## src/hw/rtl/x86cj_pkg.sv

```systemverilog
// ----------------------------------------------------------------------------
// x86cj_pkg
// Shared types and constants for the x86 call/jump address unfilter.
// ----------------------------------------------------------------------------
package x86cj_pkg;

  // window geometry
  localparam int WINDOW_BYTES = 5;
  localparam int FILL_W       = $clog2(WINDOW_BYTES + 1);

  // opcode bytes that carry a relative operand
  localparam logic [7:0] OPC_CALL = 8'hE8;
  localparam logic [7:0] OPC_JUMP = 8'hE9;

  // operand lengths in bytes
  localparam logic [FILL_W-1:0] SKIP_SHORT = FILL_W'(2);
  localparam logic [FILL_W-1:0] SKIP_LONG  = FILL_W'(4);

  // config bus
  localparam int ADDR_W = 3;
  localparam int DATA_W = 32;

  // register index, taken from paddr[2]
  localparam logic REG_OPERAND_MODE   = 1'b0;
  localparam logic REG_START_POSITION = 1'b1;

  typedef logic [31:0] pos_t;

  // one restored byte
  typedef struct packed {
    logic [7:0] data;
    logic       last;
  } out_item_t;

  // window to output buffer
  typedef struct packed {
    logic      valid;
    out_item_t item;
  } emit_t;

endpackage

```

## src/hw/rtl/x86cj_window.sv

```systemverilog
// ----------------------------------------------------------------------------
// x86cj_window
// Five-byte hold window: one byte per cycle in while in_ready, one out while
// out_space; holds an opcode until its operand is complete and translates it.
// ----------------------------------------------------------------------------
module x86cj_window (
  input  logic                 clk,
  input  logic                 rst,
  input  logic                 in_valid,
  output logic                 in_ready,
  input  logic [7:0]           data_byte,
  input  logic                 end_of_stream,
  input  logic                 operand_mode,
  input  x86cj_pkg::pos_t      start_position,
  input  logic                 start_load,
  input  logic                 out_space,
  output x86cj_pkg::emit_t     emit
);

  // window state
  logic [7:0]                      win [x86cj_pkg::WINDOW_BYTES];
  logic [7:0]                      win_next [x86cj_pkg::WINDOW_BYTES];
  logic [x86cj_pkg::FILL_W-1:0]    fill;
  logic [x86cj_pkg::FILL_W-1:0]    fill_next;
  logic [x86cj_pkg::FILL_W-1:0]    skip;
  logic [x86cj_pkg::FILL_W-1:0]    skip_next;
  x86cj_pkg::pos_t                 pos;
  x86cj_pkg::pos_t                 pos_next;
  logic                            flush;
  logic                            flush_next;

  // per-cycle decisions
  logic [7:0]                      head;
  logic                            is_opc;
  logic                            long_op;
  logic                            full;
  logic                            hold_head;
  logic                            pop;
  logic                            push;
  logic                            translate;
  logic                            last_pop;
  logic [31:0]                     operand;
  logic [31:0]                     diff;
  logic [7:0]                      patched [x86cj_pkg::WINDOW_BYTES];
  logic [7:0]                      shifted [x86cj_pkg::WINDOW_BYTES];
  logic [x86cj_pkg::FILL_W-1:0]    fill_mid;

  // head decode and handshake
  always_comb begin
    head      = win[0];
    is_opc    = (head == x86cj_pkg::OPC_CALL) || (head == x86cj_pkg::OPC_JUMP);
    long_op   = (head == x86cj_pkg::OPC_CALL) && operand_mode;
    full      = (fill == x86cj_pkg::FILL_W'(x86cj_pkg::WINDOW_BYTES));
    hold_head = (fill != '0) && (skip == '0) && is_opc && !full && !flush;
    pop       = (fill != '0) && !hold_head && out_space;
    translate = pop && (skip == '0) && is_opc && full;
    last_pop  = pop && flush && (fill == x86cj_pkg::FILL_W'(1));
    in_ready  = !flush && (!full || out_space);
    push      = in_valid && in_ready;
  end

  // operand minus head position, one subtractor for both widths
  always_comb begin
    operand = long_op ? {win[4], win[3], win[2], win[1]} : {16'h0000, win[2], win[1]};
    diff    = operand - pos;
  end

  // patch operand, shift out the head, append the new byte
  always_comb begin
    for (int i = 0; i < x86cj_pkg::WINDOW_BYTES; i++) begin
      patched[i] = win[i];
    end
    if (translate) begin
      patched[1] = diff[7:0];
      patched[2] = diff[15:8];
      if (long_op) begin
        patched[3] = diff[23:16];
        patched[4] = diff[31:24];
      end
    end
    for (int i = 0; i < x86cj_pkg::WINDOW_BYTES - 1; i++) begin
      shifted[i] = pop ? patched[i + 1] : patched[i];
    end
    shifted[x86cj_pkg::WINDOW_BYTES - 1] =
      pop ? 8'h00 : patched[x86cj_pkg::WINDOW_BYTES - 1];
    fill_mid = fill - x86cj_pkg::FILL_W'(pop);
    for (int i = 0; i < x86cj_pkg::WINDOW_BYTES; i++) begin
      win_next[i] = (push && (fill_mid == x86cj_pkg::FILL_W'(i))) ? data_byte : shifted[i];
    end
    fill_next = fill_mid + x86cj_pkg::FILL_W'(push);
  end

  // skip count, position and end-of-stream flush
  always_comb begin
    skip_next  = skip;
    pos_next   = pos;
    flush_next = flush;
    if (translate) begin
      skip_next = long_op ? x86cj_pkg::SKIP_LONG : x86cj_pkg::SKIP_SHORT;
    end else if (pop && (skip != '0)) begin
      skip_next = skip - x86cj_pkg::FILL_W'(1);
    end
    if (pop) begin
      pos_next = pos + 32'd1;
    end
    if (push && end_of_stream) begin
      flush_next = 1'b1;
    end
    if (last_pop) begin
      flush_next = 1'b0;
      skip_next  = '0;
      pos_next   = start_position;
    end
    if (start_load) begin
      pos_next = start_position;
    end
  end

  // released byte
  always_comb begin
    emit.valid     = pop;
    emit.item.data = head;
    emit.item.last = flush && (fill == x86cj_pkg::FILL_W'(1));
  end

  // control registers
  always_ff @(posedge clk) begin
    if (rst) begin
      fill  <= '0;
      skip  <= '0;
      pos   <= '0;
      flush <= 1'b0;
    end else begin
      fill  <= fill_next;
      skip  <= skip_next;
      pos   <= pos_next;
      flush <= flush_next;
    end
  end

  // held bytes
  always_ff @(posedge clk) begin
    for (int i = 0; i < x86cj_pkg::WINDOW_BYTES; i++) begin
      win[i] <= win_next[i];
    end
  end

endmodule

```

## src/hw/rtl/x86_call_jump_address_unfilter_core.sv

```systemverilog
// ----------------------------------------------------------------------------
// x86_call_jump_address_unfilter_core
// Undoes the x86 call/jump address filter on a byte stream.
// ----------------------------------------------------------------------------
// an accepted byte is registered in the window, then in the output buffer
// throughput: 1 byte per cycle (one window pop each) unless held or stalled
// an 0xE8/0xE9 byte is held until four more bytes arrive; after an end item
// the window drains up to 5 bytes, one per cycle with out_space, in_ready low
// reset: window and output buffer empty, operand_mode and start_position zero
// ----------------------------------------------------------------------------
module x86_call_jump_address_unfilter_core (
  input  logic                         clk,
  input  logic                         rst,
  // config port
  input  logic                         psel,
  input  logic                         penable,
  input  logic                         pwrite,
  input  logic [x86cj_pkg::ADDR_W-1:0] paddr,
  input  logic [x86cj_pkg::DATA_W-1:0] pwdata,
  output logic [x86cj_pkg::DATA_W-1:0] prdata,
  output logic                         pready,
  // input items
  input  logic                         in_valid,
  output logic                         in_ready,
  input  logic [7:0]                   data_byte,
  input  logic                         end_of_stream,
  // output items
  output logic                         out_valid,
  input  logic                         out_ready,
  output logic [7:0]                   out_byte,
  output logic                         out_last
);

  // config registers
  logic                    operand_mode;
  x86cj_pkg::pos_t         start_position;
  x86cj_pkg::pos_t         start_now;
  logic                    cfg_write;
  logic                    reg_sel;
  logic                    start_load;

  // output buffer
  x86cj_pkg::out_item_t    slot0;
  x86cj_pkg::out_item_t    slot0_next;
  x86cj_pkg::out_item_t    slot1;
  x86cj_pkg::out_item_t    slot1_next;
  logic [1:0]              cnt;
  logic [1:0]              cnt_next;
  logic                    take;
  logic                    out_space;
  x86cj_pkg::emit_t        emit;

  // config decode; a start write hands the new value to the window directly
  always_comb begin
    pready     = 1'b1;
    reg_sel    = paddr[2];
    cfg_write  = psel && penable && pwrite;
    start_load = cfg_write && (reg_sel == x86cj_pkg::REG_START_POSITION);
    start_now  = start_load ? pwdata : start_position;
  end

  // register read
  always_comb begin
    unique case (reg_sel)
      x86cj_pkg::REG_OPERAND_MODE:   prdata = {31'b0, operand_mode};
      x86cj_pkg::REG_START_POSITION: prdata = start_position;
      default:                       prdata = '0;
    endcase
  end

  // register write
  always_ff @(posedge clk) begin
    if (rst) begin
      operand_mode   <= 1'b0;
      start_position <= '0;
    end else if (cfg_write) begin
      if (reg_sel == x86cj_pkg::REG_OPERAND_MODE) begin
        operand_mode <= pwdata[0];
      end else begin
        start_position <= pwdata;
      end
    end
  end

  // hold window
  x86cj_window u_window (
    .clk            (clk),
    .rst            (rst),
    .in_valid       (in_valid),
    .in_ready       (in_ready),
    .data_byte      (data_byte),
    .end_of_stream  (end_of_stream),
    .operand_mode   (operand_mode),
    .start_position (start_now),
    .start_load     (start_load),
    .out_space      (out_space),
    .emit           (emit)
  );

  // two-entry output buffer
  always_comb begin
    take       = out_valid && out_ready;
    out_space  = (cnt != 2'd2);
    slot0_next = slot0;
    slot1_next = slot1;
    cnt_next   = cnt;
    unique case ({take, emit.valid})
      2'b01: begin
        if (cnt == 2'd0) begin
          slot0_next = emit.item;
        end else begin
          slot1_next = emit.item;
        end
        cnt_next = cnt + 2'd1;
      end
      2'b10: begin
        slot0_next = slot1;
        cnt_next   = cnt - 2'd1;
      end
      2'b11: begin
        if (cnt == 2'd1) begin
          slot0_next = emit.item;
        end else begin
          slot0_next = slot1;
          slot1_next = emit.item;
        end
      end
      default: begin
      end
    endcase
  end

  always_ff @(posedge clk) begin
    if (rst) begin
      cnt <= 2'd0;
    end else begin
      cnt <= cnt_next;
    end
  end

  always_ff @(posedge clk) begin
    slot0 <= slot0_next;
    slot1 <= slot1_next;
  end

  // output port
  always_comb begin
    out_valid = (cnt != 2'd0);
    out_byte  = slot0.data;
    out_last  = slot0.last;
  end

  // a full buffer holds the window back
  assert property (@(posedge clk) disable iff (rst)
    (cnt == 2'd2) |-> !emit.valid)
    else $error("window released a byte into a full output buffer");

  // no new item while the window drains after an end item
  assert property (@(posedge clk) disable iff (rst)
    (in_valid && in_ready && end_of_stream) |=> !in_ready)
    else $error("input taken during end-of-stream drain");

  // after the last byte leaves the window a new stream may start
  assert property (@(posedge clk) disable iff (rst)
    (emit.valid && emit.item.last) |=> in_ready)
    else $error("window not ready after end of stream");

endmodule

```

## config.mk

```make
export PLATFORM = sky130hd
export DESIGN_NAME = x86_call_jump_address_unfilter_core
export DESIGN_NICKNAME = d
export VERILOG_FILES = /design/src/hw/rtl/x86cj_pkg.sv /design/src/hw/rtl/x86cj_window.sv /design/src/hw/rtl/x86_call_jump_address_unfilter_core.sv
export SDC_FILE = /design/constraint.sdc
export NUM_CORES = 1
export LEC_CHECK = 0
export ABC_AREA = 1
export BUFFER_PORTS_ARGS = -buffer_cell sky130_fd_sc_hd__buf_4
export CAP_MARGIN = 20
export CORE_UTILIZATION = 34
export CTS_CLUSTER_SIZE = 24
export DETAILED_ROUTE_END_ITERATION = 10
export GPL_TIMING_DRIVEN = 0
export HOLD_SLACK_MARGIN = 0.03
export PLACE_DENSITY = 0.51
export REMOVE_ABC_BUFFERS = 1
export SETUP_SLACK_MARGIN = 0.15
export SLEW_MARGIN = 20
export SYNTH_ARGS = -nofsm -noshare
export SYNTH_HDL_FRONTEND = slang
export SYNTH_SLANG_ARGS = --single-unit
```

## constraint.sdc

```tcl
create_clock -name clk -period 4.6 [get_ports clk]
set_clock_uncertainty 0.1 [all_clocks]
set_input_delay 1.15 -clock clk [delete_from_list [all_inputs] [get_ports clk]]
set_output_delay 1.15 -clock clk [all_outputs]
set_load 0.02 [all_outputs]
```

==> metrics.txt, run 1 <==
top post-synthesis cells by count=510 x nand2_1, 270 x inv_1, 122 x nor2_1, 120 x nand3_1, 106 x dfxtp_1; Clock Root Buffer=clkbuf_16; setup violators final=0; Post-synth EDFFs=26; Yosys cell types=48; VDD IR max=0.000258 V; vias in the first global route=8,978; Vias=9,850; gpl congestion=0.931; Synth top area share=0.219; async set or reset register ratio after synthesis=0; Worst-Margin Slew=0.981 ns; area grow syn2layout=16.6%; CP startpoint kind=input pin; Slew headroom=0.344; max-slew violations=0; I/O pin cnt=95; Tmin final=4.15 ns; clock buffer count from CTS=17; RSZ-0062 raised after global routing=false; post-synthesis sequential area ratio=0.299; top cell type by total area after synthesis=dfxtp_1; leakage dissipation=5.86 nW; ys flop type=dfxtp_1; FP Rows=61; CP max FO=40; DRC=0; final total power=0.00776 W; initial antenna violation count=0; clk_lat worst skew=0.44 ns; CP arrival=4.34 ns; pwr/cell area=686 mW/mm²; hold_buf cts=0; DP Wirelength=25,200 µm; CTS clk-pin slew, worst paths=0.07 ns; most common cell in the netlist=nand2_1; Initial Util=0.347; period utilisation layout=0.902; HP Class=reg2reg; clock sink count=132; Die ar.=0.0292 mm²; status=finished, final reports clean; Die X=171 µm; synth warn=0; WP data required=4.79 ns; post-CTS resize count=0; mean post-synth cell area=6.18 µm²; Core ar.=0.0279 mm²; drt pass-1 iters=6; crit path cell chain=buf_4, inv_2, nor2_4, inv_2, nand2_2, inv_1, nand2_1, a31oi_1; ANT nets after route=0; share of cells above drive strength 1=0.112; CTS tree=done; synthesized flop and latch total=132; first-pass GRT wire length=49,800 µm; Die Ht=171 µm; Initial DRC Count=609; ANT cells=0; Total Nets Final=1,739; Worst Setup Path Type=in2reg; vias per inst=4.84; most area-consuming cells after synthesis=dfxtp_1 22%, nand2_1 20%, inv_1 10%; htree depth=4; IO Port Bufs=91; number of setup buffers added after CTS=0; largest net degree at the start of global routing=55; GRT Util Overall=0.225; Slowest cell on crit path=nor2_4; most used cell, CP=inv_2; GRT Residual Overflow=0; f_max=0.241 GHz; critical path's largest stage delay=0.75 ns; clock tree buffer depth=2; Post-Syn Instances=1,570; Routed WL=32,000 µm; Hold Slack=0.357 ns; final setup TNS=0 ns; max cap viols=0; Final Hold Viols=0; post-layout utilization of the core=0.405; Synth Cell Area=0.00970 mm²; Worst Setup End Kind=flop; DR WL/cell=15.7 µm
-- final cells by class --
| cell class | instances | area, µm² |
|---|---|---|
| fill | 3095 | 16600 |
| multi-input combinational | 1112 | 5550 |
| sequential | 132 | 2900 |
| inverter | 289 | 1080 |
| timing repair buffer | 91 | 683 |
| tap | 378 | 473 |
| clock buffer | 17 | 425 |
| clock inverter | 15 | 186 |
-- cell families after synthesis --
family                     count (synthesis)  share of synthesized area
and+or+nand+nor                          822                      0.366
buffers and inverters                    326                      0.129
AOI/OAI and AO/OA                        217                      0.122
DFF                                      132                      0.299
adders and majority gates                 45                     0.0588
xor gates and xnor gates                  20                     0.0181
muxes                                      7                    0.00722
other                                      1                   0.000387
-- layout by cell type, fill, tap and decap left out, drive strengths merged, types with 2 or more instances in the layout --
| cell | instances |
|---|---|
| xor2 | 17 |
| or2 | 10 |
| clkinv | 2 |
| nor4 | 3 |
| ha | 44 |
| nor3 | 14 |
| edfxtp | 26 |
| o21bai | 2 |
| o22ai | 9 |
| mux2i | 7 |
| o211ai | 10 |
| nand4 | 20 |
| a21oi | 78 |
| xnor2 | 3 |
| bufinv | 2 |
| a31oi | 17 |
| dfxtp | 106 |
| o21ai | 94 |
| nand2 | 514 |
| nand3 | 124 |
| nor2 | 134 |
| o21a | 2 |
| clkbuf | 17 |
| buf | 91 |
| inv | 299 |
-- path summary, 6_finish.rpt --
path | start | to | slack, ns | cells after the start
setup / recovery | paddr[2] | u_window.pos[0] | 0.45 | 8
hold / removal | u_window.win[0][4] | slot1[5] | 0.36 | 0
setup reg to reg | u_window.win[0][1] | u_window.win[0][6] | 0.61 | 14
hold reg to reg | u_window.win[0][4] | slot1[5] | 0.36 | 0
-- registers in the layout, indices dropped and copies added, names as in the netlist --
signal          cells
u_window.skip       3
u_window.fill       3
slot1               9
u_window.pos       32
start_position     32
cnt                 2
out_byte            8
u_window.flush      1
operand_mode        1
u_window.win       40
out_last            1
-- routing by layer --
layer	wire, µm	track usage	vias up	share of wire
met5	0	0	-	0
met4	421	0.0477	0	0.013
met3	1360	0.0264	27	0.043
met2	14800	0.382	226	0.46
met1	15400	0.305	4474	0.48
li1	-	-	5123	-
-- per-stage QoR --
step | worst slack, ns | area (µm²) | std cells
after floorplan | 1.10 | 9530 | 1533
after global placement | -0.514 | 10700 | 2002
after detailed placement | 0.000155 | 10700 | 2002
after CTS | 0.449 | 11300 | 2034
after global routing | 0.171 | 11300 | 2034
final | 0.449 | 11300 | 2034
-- critical path, delay by kind of cell --
kind                   cells  cell delay (ns)
buffers and inverters      4             1.30
AO/OA/AOI/OAI              1             0.10
AND/OR/NAND/NOR            3             1.71
-- report_power, final --
group          switching [W]  leakage, nW  internal (W)
Combinational        0.00289         4.44       0.00139
Clock               0.000643        0.300      0.000828
Sequential          0.000326         1.12       0.00168
No activity file was read; power rests on OpenSTA's default activity.
==> inputs of run 2 (changes only) <==
ABC_AREA = 0   (was 1)
TNS_END_PERCENT = 50   (was default)
==> metrics.txt, run 2 <==
status=finished, final reports clean (unchanged); clock sink count=132 (unchanged); most area-consuming cells after synthesis=dfxtp_1 24%, edfxtp_1 8.9%, a21oi_1 8.5% (was dfxtp_1 22%, nand2_1 20%, inv_1 10%); Worst-Margin Slew=0.980 ns (was 0.981 ns); GRT Residual Overflow=0 (unchanged); largest net degree at the start of global routing=73 (was 55); leakage dissipation=4.09 nW (was 5.86 nW); mean post-synth cell area=7.68 µm² (was 6.18 µm²); worst r2r dst=u_window.win[0][9] (was u_window.win[0][6]); share of cells above drive strength 1=0.134 (was 0.112); post-synthesis sequential area ratio=0.332 (was 0.299); HP Class=reg2reg (unchanged); first-pass GRT wire length=41,700 µm (was 49,800 µm); adder-cell area share of the yosys netlist=0.0653 (was 0.0588); Total Nets Final=1,286 (was 1,739); post-layout utilization of the core=0.408 (was 0.405); post-route cell area=0.0103 mm² (was 0.0113 mm²); setup violators final=0 (unchanged); sequential share of power=0.293 (was 0.259); DP Worst Slack=0.205 ns (was 0.000155 ns); final setup slack of the worst path=0.443 ns (was 0.449 ns); Post-Syn Instances=1,137 (was 1,570); gpl congestion=0.875 (was 0.931); post-synthesis xor/xnor area fraction=0.0201 (was 0.0181); DP Wirelength=18,400 µm (was 25,200 µm); max reg flops=40 (unchanged); Synth Area in Simple Gates=0.236 (was 0.366); GRT Util Overall=0.201 (was 0.225); Slew headroom=0.346 (was 0.344); Initial DRC Count=546 (was 609); vias per inst=5.42 (was 4.84); VDD IR max=0.000263 V (was 0.000258 V); Top delay family on crit path=simple AND/OR/NAND/NOR gates (unchanged); Top reg by flops=u_window.win (unchanged); ys flop type=dfxtp_1 (unchanged); most used cell, CP=ha_1 (was inv_2); commonest cells after routing, fill and taps aside=158 x nand2_1, 149 x a21oi_1, 106 x dfxtp_1 (was 509 x nand2_1, 270 x inv_1, 122 x nor2_1); Die ar.=0.0263 mm² (was 0.0292 mm²); RSZ-0062 raised after global routing=true (was false); drt pass-1 iters=5 (was 6); Hold Slack=0.369 ns (was 0.357 ns); Int Pwr=0.00358 W (was 0.00390 W); crit path capture=u_window.win[0][9] (was u_window.pos[0]); clock tree buffer depth=2 (unchanged); clk_lat worst skew=0.43 ns (was 0.44 ns); max-slew violations=0 (unchanged); clock share of power=0.215 (was 0.190); most common cell in the netlist=nand2_1 (unchanged); Worst Path Buf+Inv=4 (unchanged); synthesized flop and latch total=132 (unchanged); f_max=0.241 GHz (about the same); CP arrival=4.38 ns (was 4.34 ns); Die X=162 µm (was 171 µm); I/O pin cnt=95 (unchanged); Clock Root Buffer=clkbuf_16 (unchanged); DRC=0 (unchanged); Synth top area share=0.243 (was 0.219); combinational family with the most area after synthesis=compound AO/OA/AOI/OAI gates (was simple AND/OR/NAND/NOR gates); ANT nets after route=0 (unchanged); Worst R2R Setup Slack=0.44 ns (was 0.61 ns); top post-synthesis cells by count=161 x nand2_1, 149 x a21oi_1, 106 x dfxtp_1, 82 x nor2_1, 74 x o21ai_0 (was 510 x nand2_1, 270 x inv_1, 122 x nor2_1, 120 x nand3_1, 106 x dfxtp_1); most common cell after layout, fill and taps aside=nand2_1 (unchanged); Core ar.=0.0252 mm² (was 0.0279 mm²); CTS tree=done (unchanged); DR WL/cell=16.8 µm (was 15.7 µm); Slowest cell on crit path=nor3_2 (was nor2_4); max cap viols=0 (unchanged); Die Ht=162 µm (was 171 µm); Worst R2R Start=u_window.skip[0] (was u_window.win[0][1]); FP Rows=58 (was 61); Initial Util=0.347 (about the same); Yosys cell types=74 (was 48); Synth Cell Area=0.00873 mm² (was 0.00970 mm²); async set or reset register ratio after synthesis=0 (unchanged); Worst path depth=16 (was 8); compound-gate portion of the synthesized area=0.269 (was 0.122); switching power=0.00270 W (was 0.00385 W); vias in the first global route=7,759 (was 8,978); critical path's largest stage delay=0.69 ns (was 0.75 ns); sw frac=0.430 (was 0.497); period utilisation layout=0.904 (was 0.902); number of cells on the worst reg-to-reg path=16 (was 14); CP max FO=57 (was 40); ANT cells=0 (unchanged); Largest regs=u_window.win x40, start_position x32, u_window.pos x32 (unchanged); CTS clk-pin slew, worst paths=0.07 ns (about the same); Routed WL=25,800 µm (was 32,000 µm); pwr/cell area=611 mW/mm² (was 686 mW/mm²); htree depth=4 (unchanged); WP data required=4.82 ns (was 4.79 ns); crit path cell chain=inv_1, ha_1, and2b_1, nand4_2, nor2_1, o32a_2, buf_12, buf_12, inv_6, ha_1, ha_1, xnor2_1, nand2_1, nor3_2, a211oi_1, a21o_1 (was buf_4, inv_2, nor2_4, inv_2, nand2_2, inv_1, nand2_1, a31oi_1); Vias=8,314 (was 9,850); CP Launch Point=u_window.skip[0] (was paddr[2]); Worst Setup Path Type=reg2reg (was in2reg); Worst Setup End Kind=flop (unchanged); Final Hold Viols=0 (unchanged); IO Port Bufs=91 (unchanged); post-synthesis mux area share=0.0218 (was 0.00722); Tmin final=4.16 ns (was 4.15 ns); clock buffer count from CTS=17 (unchanged); area grow syn2layout=17.7% (was 16.6%); synth warn=0 (unchanged); Logic pwr share=0.492 (was 0.551); Post-DP Area=0.00969 mm² (was 0.0107 mm²); final total power=0.00628 W (was 0.00776 W); Post-synth EDFFs=26 (unchanged); CP startpoint kind=flop (was input pin); top cell type by total area after synthesis=dfxtp_1 (unchanged); initial antenna violation count=0 (unchanged)
-- run 2: cell count changes in the layout (fill, tap and decap cells not counted), sizes merged, moves of 11 or more --
cell,previous run,this run
a21o,1,16
a21oi,78,151
and2,1,48
and3,0,14
inv,299,60
nand2,514,161
nand2b,0,11
nand3,124,32
nor2,134,83
nor3,14,27
o21ai,94,80
o221ai,1,13
-- run 2: metrics by stage --
step	instances	setup TNS [ns]
global route	1533	0
CTS	1532	0
global placement	1491	-169.52
finish	1533	0
floorplan	1070	-7.28
detailed placement	1500	0
-- run 2: cells by family (layout without fill, tap and decap cells) --
logic type      after synthesis  in the layout
other cells                   1              1
buf+inv                     120            186
fa+ha+maj                    45             45
mux                          18             18
simple gates                424            424
flops                       132            132
xor+xnor                     20             20
compound gates              377            377
-- run 2: area by class of cell --
class | count | area (µm²)
flip-flops and latches | 132 | 2900
well taps | 330 | 413
inverters | 53 | 204
clock inverters | 14 | 141
clock buffers | 18 | 429
repair buffers | 101 | 818
fillers | 2665 | 14900
multi-input cells | 885 | 5370
-- run 2: worst min-delay path, stage by stage (launching register included) --
cell and delay (ns):
dfxtp_1 0.32, nand2_1 0.05, a21oi_1 0.05
-- run 2: worst min path at each step --
| stage | endpoint | cells past startpoint | from |
|---|---|---|---|
| after floorplan | start_position[10] | 2 | start_position[10] |
| after global placement | start_position[31] | 2 | start_position[31] |
| after detailed placement | start_position[29] | 2 | start_position[29] |
| after CTS | start_position[13] | 2 | start_position[13] |
| after global routing | start_position[8] | 2 | start_position[8] |
| final | start_position[11] | 2 | start_position[11] |
-- run 2: metal layers --
metal / up-vias / track usage / share of wire
met4: 0 / 0.0639 / 0.017
met1: 3862 / 0.277 / 0.48
li1: 4208 / - / -
met3: 30 / 0.0327 / 0.047
met2: 214 / 0.317 / 0.45
met5: - / 0 / 0
-- run 2: timing repair --
action	4_1_cts	5_1_grt
gates resized for setup	0	4
hold buffers	0	0
setup buffers	0	1
endpoints found under the setup margin	0	36
-- run 2: power groups by stage --
stage          Clock [W]  Combinational [W]  Sequential, W
6_report         0.00135            0.00309        0.00184
5_1_grt          0.00143            0.00345        0.00188
4_1_cts          0.00138            0.00306        0.00184
3_5_place_dp           0            0.00304        0.00186
3_3_place_gp           0            0.00297        0.00187
2_1_floorplan          0            0.00218        0.00183
==> inputs of run 3 (changes only) <==
CORE_ASPECT_RATIO = 1.75   (was default)
==> metrics.txt, run 3 (synthesis results as in run 2) <==
CP startpoint kind=flop (unchanged); largest net degree at the start of global routing=73 (unchanged); DP Wirelength=20,300 µm (was 18,400 µm); clock buffer count from CTS=17 (unchanged); number of cells on the worst reg-to-reg path=14 (was 16); area grow syn2layout=17.8% (was 17.7%); Worst-Margin Slew=1.09 ns (was 0.980 ns); first-pass GRT wire length=43,200 µm (was 41,700 µm); Core ar.=0.0252 mm² (about the same); FP Rows=77 (was 58); vias per inst=5.50 (was 5.42); DR WL/cell=18.0 µm (was 16.8 µm); Die ar.=0.0263 mm² (about the same); Routed WL=27,400 µm (was 25,800 µm); ANT cells=0 (unchanged); Slew headroom=0.275 (was 0.346); CTS clk-pin slew, worst paths=0.06 ns (was 0.07 ns); clk_lat worst skew=0.45 ns (was 0.43 ns); fillers=2,707 (was 2,665); Hold Slack=0.368 ns (was 0.369 ns); Worst R2R Setup Slack=0.39 ns (was 0.44 ns); gpl congestion=0.862 (was 0.875); register area=0.00290 mm² (unchanged); max-slew violations=0 (unchanged); hold path endpoint=start_position[7] (was start_position[11]); Final Hold Viols=0 (unchanged); IO Port Bufs=91 (unchanged); Initial Util=0.346 (was 0.347); clock tree buffer depth=2 (unchanged); Worst Setup End Kind=flop (unchanged); setup violators final=0 (unchanged); Total Nets Final=1,287 (was 1,286); clock sink count=132 (unchanged); worst r2r dst=u_window.win[0][9] (unchanged); WHS Path Cells=2 (unchanged); WP data required=4.84 ns (was 4.82 ns); pwr/cell area=616 mW/mm² (was 611 mW/mm²); CP arrival=4.45 ns (was 4.38 ns); final setup TNS=0 ns (unchanged); Tmin final=4.21 ns (was 4.16 ns); post-route cell area=0.0103 mm² (about the same); RSZ-0062 raised after global routing=true (unchanged); status=finished, final reports clean (unchanged); Post-DP Area=0.00967 mm² (was 0.00969 mm²); Worst Setup Path Type=reg2reg (unchanged); share of cells above drive strength 1=0.134 (about the same); Worst R2R Start=u_window.skip[0] (unchanged); GRT Util Overall=0.215 (was 0.201); VDD IR max=0.000273 V (was 0.000263 V); Die X=123 µm (was 162 µm); Clock Root Buffer=clkbuf_16 (unchanged); initial antenna violation count=0 (unchanged); commonest cells after routing, fill and taps aside=159 x nand2_1, 149 x a21oi_1, 106 x dfxtp_1 (was 158 x nand2_1, 149 x a21oi_1, 106 x dfxtp_1); DRC=0 (unchanged); max cap viols=0 (unchanged); vias in the first global route=8,163 (was 7,759); GRT Residual Overflow=0 (unchanged); multi-input combinational cell area=0.00537 mm² (about the same); Largest regs=u_window.win x40, start_position x32, u_window.pos x32 (unchanged); htree depth=4 (unchanged); CTS tree=done (unchanged); I/O pin cnt=95 (unchanged); leakage dissipation=4.12 nW (was 4.09 nW); Initial DRC Count=471 (was 546); f_max=0.238 GHz (was 0.241 GHz); drt pass-1 iters=5 (unchanged); Hold Path Origin=start_position[7] (was start_position[11]); CP max FO=57 (unchanged); most common cell after layout, fill and taps aside=nand2_1 (unchanged); Top reg by flops=u_window.win (unchanged); max reg flops=40 (unchanged); Vias=8,359 (was 8,314); HP Class=reg2reg (unchanged); Die Ht=214 µm (was 162 µm); period utilisation layout=0.915 (was 0.904); ANT nets after route=0 (unchanged)
-- run 3: cell types whose count changed in the layout (fill, tap and decap cells not counted), moves of 2 or more --
cell        delta
buf_8          +2
clkinvlp_4     -2
inv_6          -3
buf_12         -2
clkinv_2       +3
-- run 3: per-layer routing --
| layer | vias up | part of all wire | GRT usage |
|---|---|---|---|
| met5 | - | 0 | 0 |
| met4 | 0 | 0.039 | 0.104 |
| met3 | 48 | 0.029 | 0.0330 |
| met2 | 173 | 0.54 | 0.397 |
| met1 | 3927 | 0.39 | 0.229 |
| li1 | 4211 | - | - |
-- run 3: cell type report --
class                      instances  share of cell area
clock buffer                      17              0.0414
sequential                       132               0.282
tap                              316              0.0384
clock inverter                    15              0.0151
inverter                          53              0.0196
multi-input combinational        885               0.522
timing repair buffer             102              0.0809
-- run 3: stage by stage --
| step | worst slack (ns) | util | instances | total power (W) |
|---|---|---|---|---|
| floorplan | -0.311 | - | 1070 | 0.00401 |
| global placement | -2.39 | 0.377 | 1477 | 0.00491 |
| detailed placement | 0.0736 | 0.383 | 1486 | 0.00496 |
| CTS | 0.300 | 0.407 | 1518 | 0.00636 |
| global route | 0.00548 | 0.408 | 1520 | 0.00680 |
| finish | 0.393 | 0.408 | 1520 | 0.00634 |
-- run 3: timing repair --
action,CTS,global route
setup endpoints to repair,12,27
gates resized for setup,1,2
buffers inserted,0,2
pin swaps,0,0
hold buffers,0,0
-- run 3: where the power goes --
| part | switching (W) | internal [W] |
|---|---|---|
| logic | 0.00191 | 0.00120 |
| registers | 0.000246 | 0.00161 |
| clock network | 0.000567 | 0.000800 |
-- run 3: worst max-delay path by stage --
stage / startpoint / end / slack (ns) / cells after the start
after floorplan: u_window.skip[0] / u_window.win[0][28] / -0.31 / 16
after global placement: u_window.skip[0] / u_window.win[0][28] / -2.39 / 16
after detailed placement: u_window.skip[0] / u_window.win[0][28] / 0.07 / 16
after CTS: u_window.skip[0] / u_window.win[0][28] / 0.30 / 16
after global routing: u_window.skip[0] / u_window.win[0][19] / 0.005 / 16
final: u_window.skip[0] / u_window.win[0][9] / 0.39 / 14
-- run 3: worst max-delay path, cell delays in order (launching register included) --
cell and delay, ns:
dfxtp_1 0.29, inv_1 0.11, ha_1 0.18, and2b_1 0.18, nand4_2 0.18, a211oi_1 0.31
o32a_4 0.47, inv_4 0.34, ha_1 0.31, ha_1 0.22, xnor2_1 0.19, nand2_1 0.13
nor3_2 0.74, a211oi_1 0.09, a21o_1 0.19
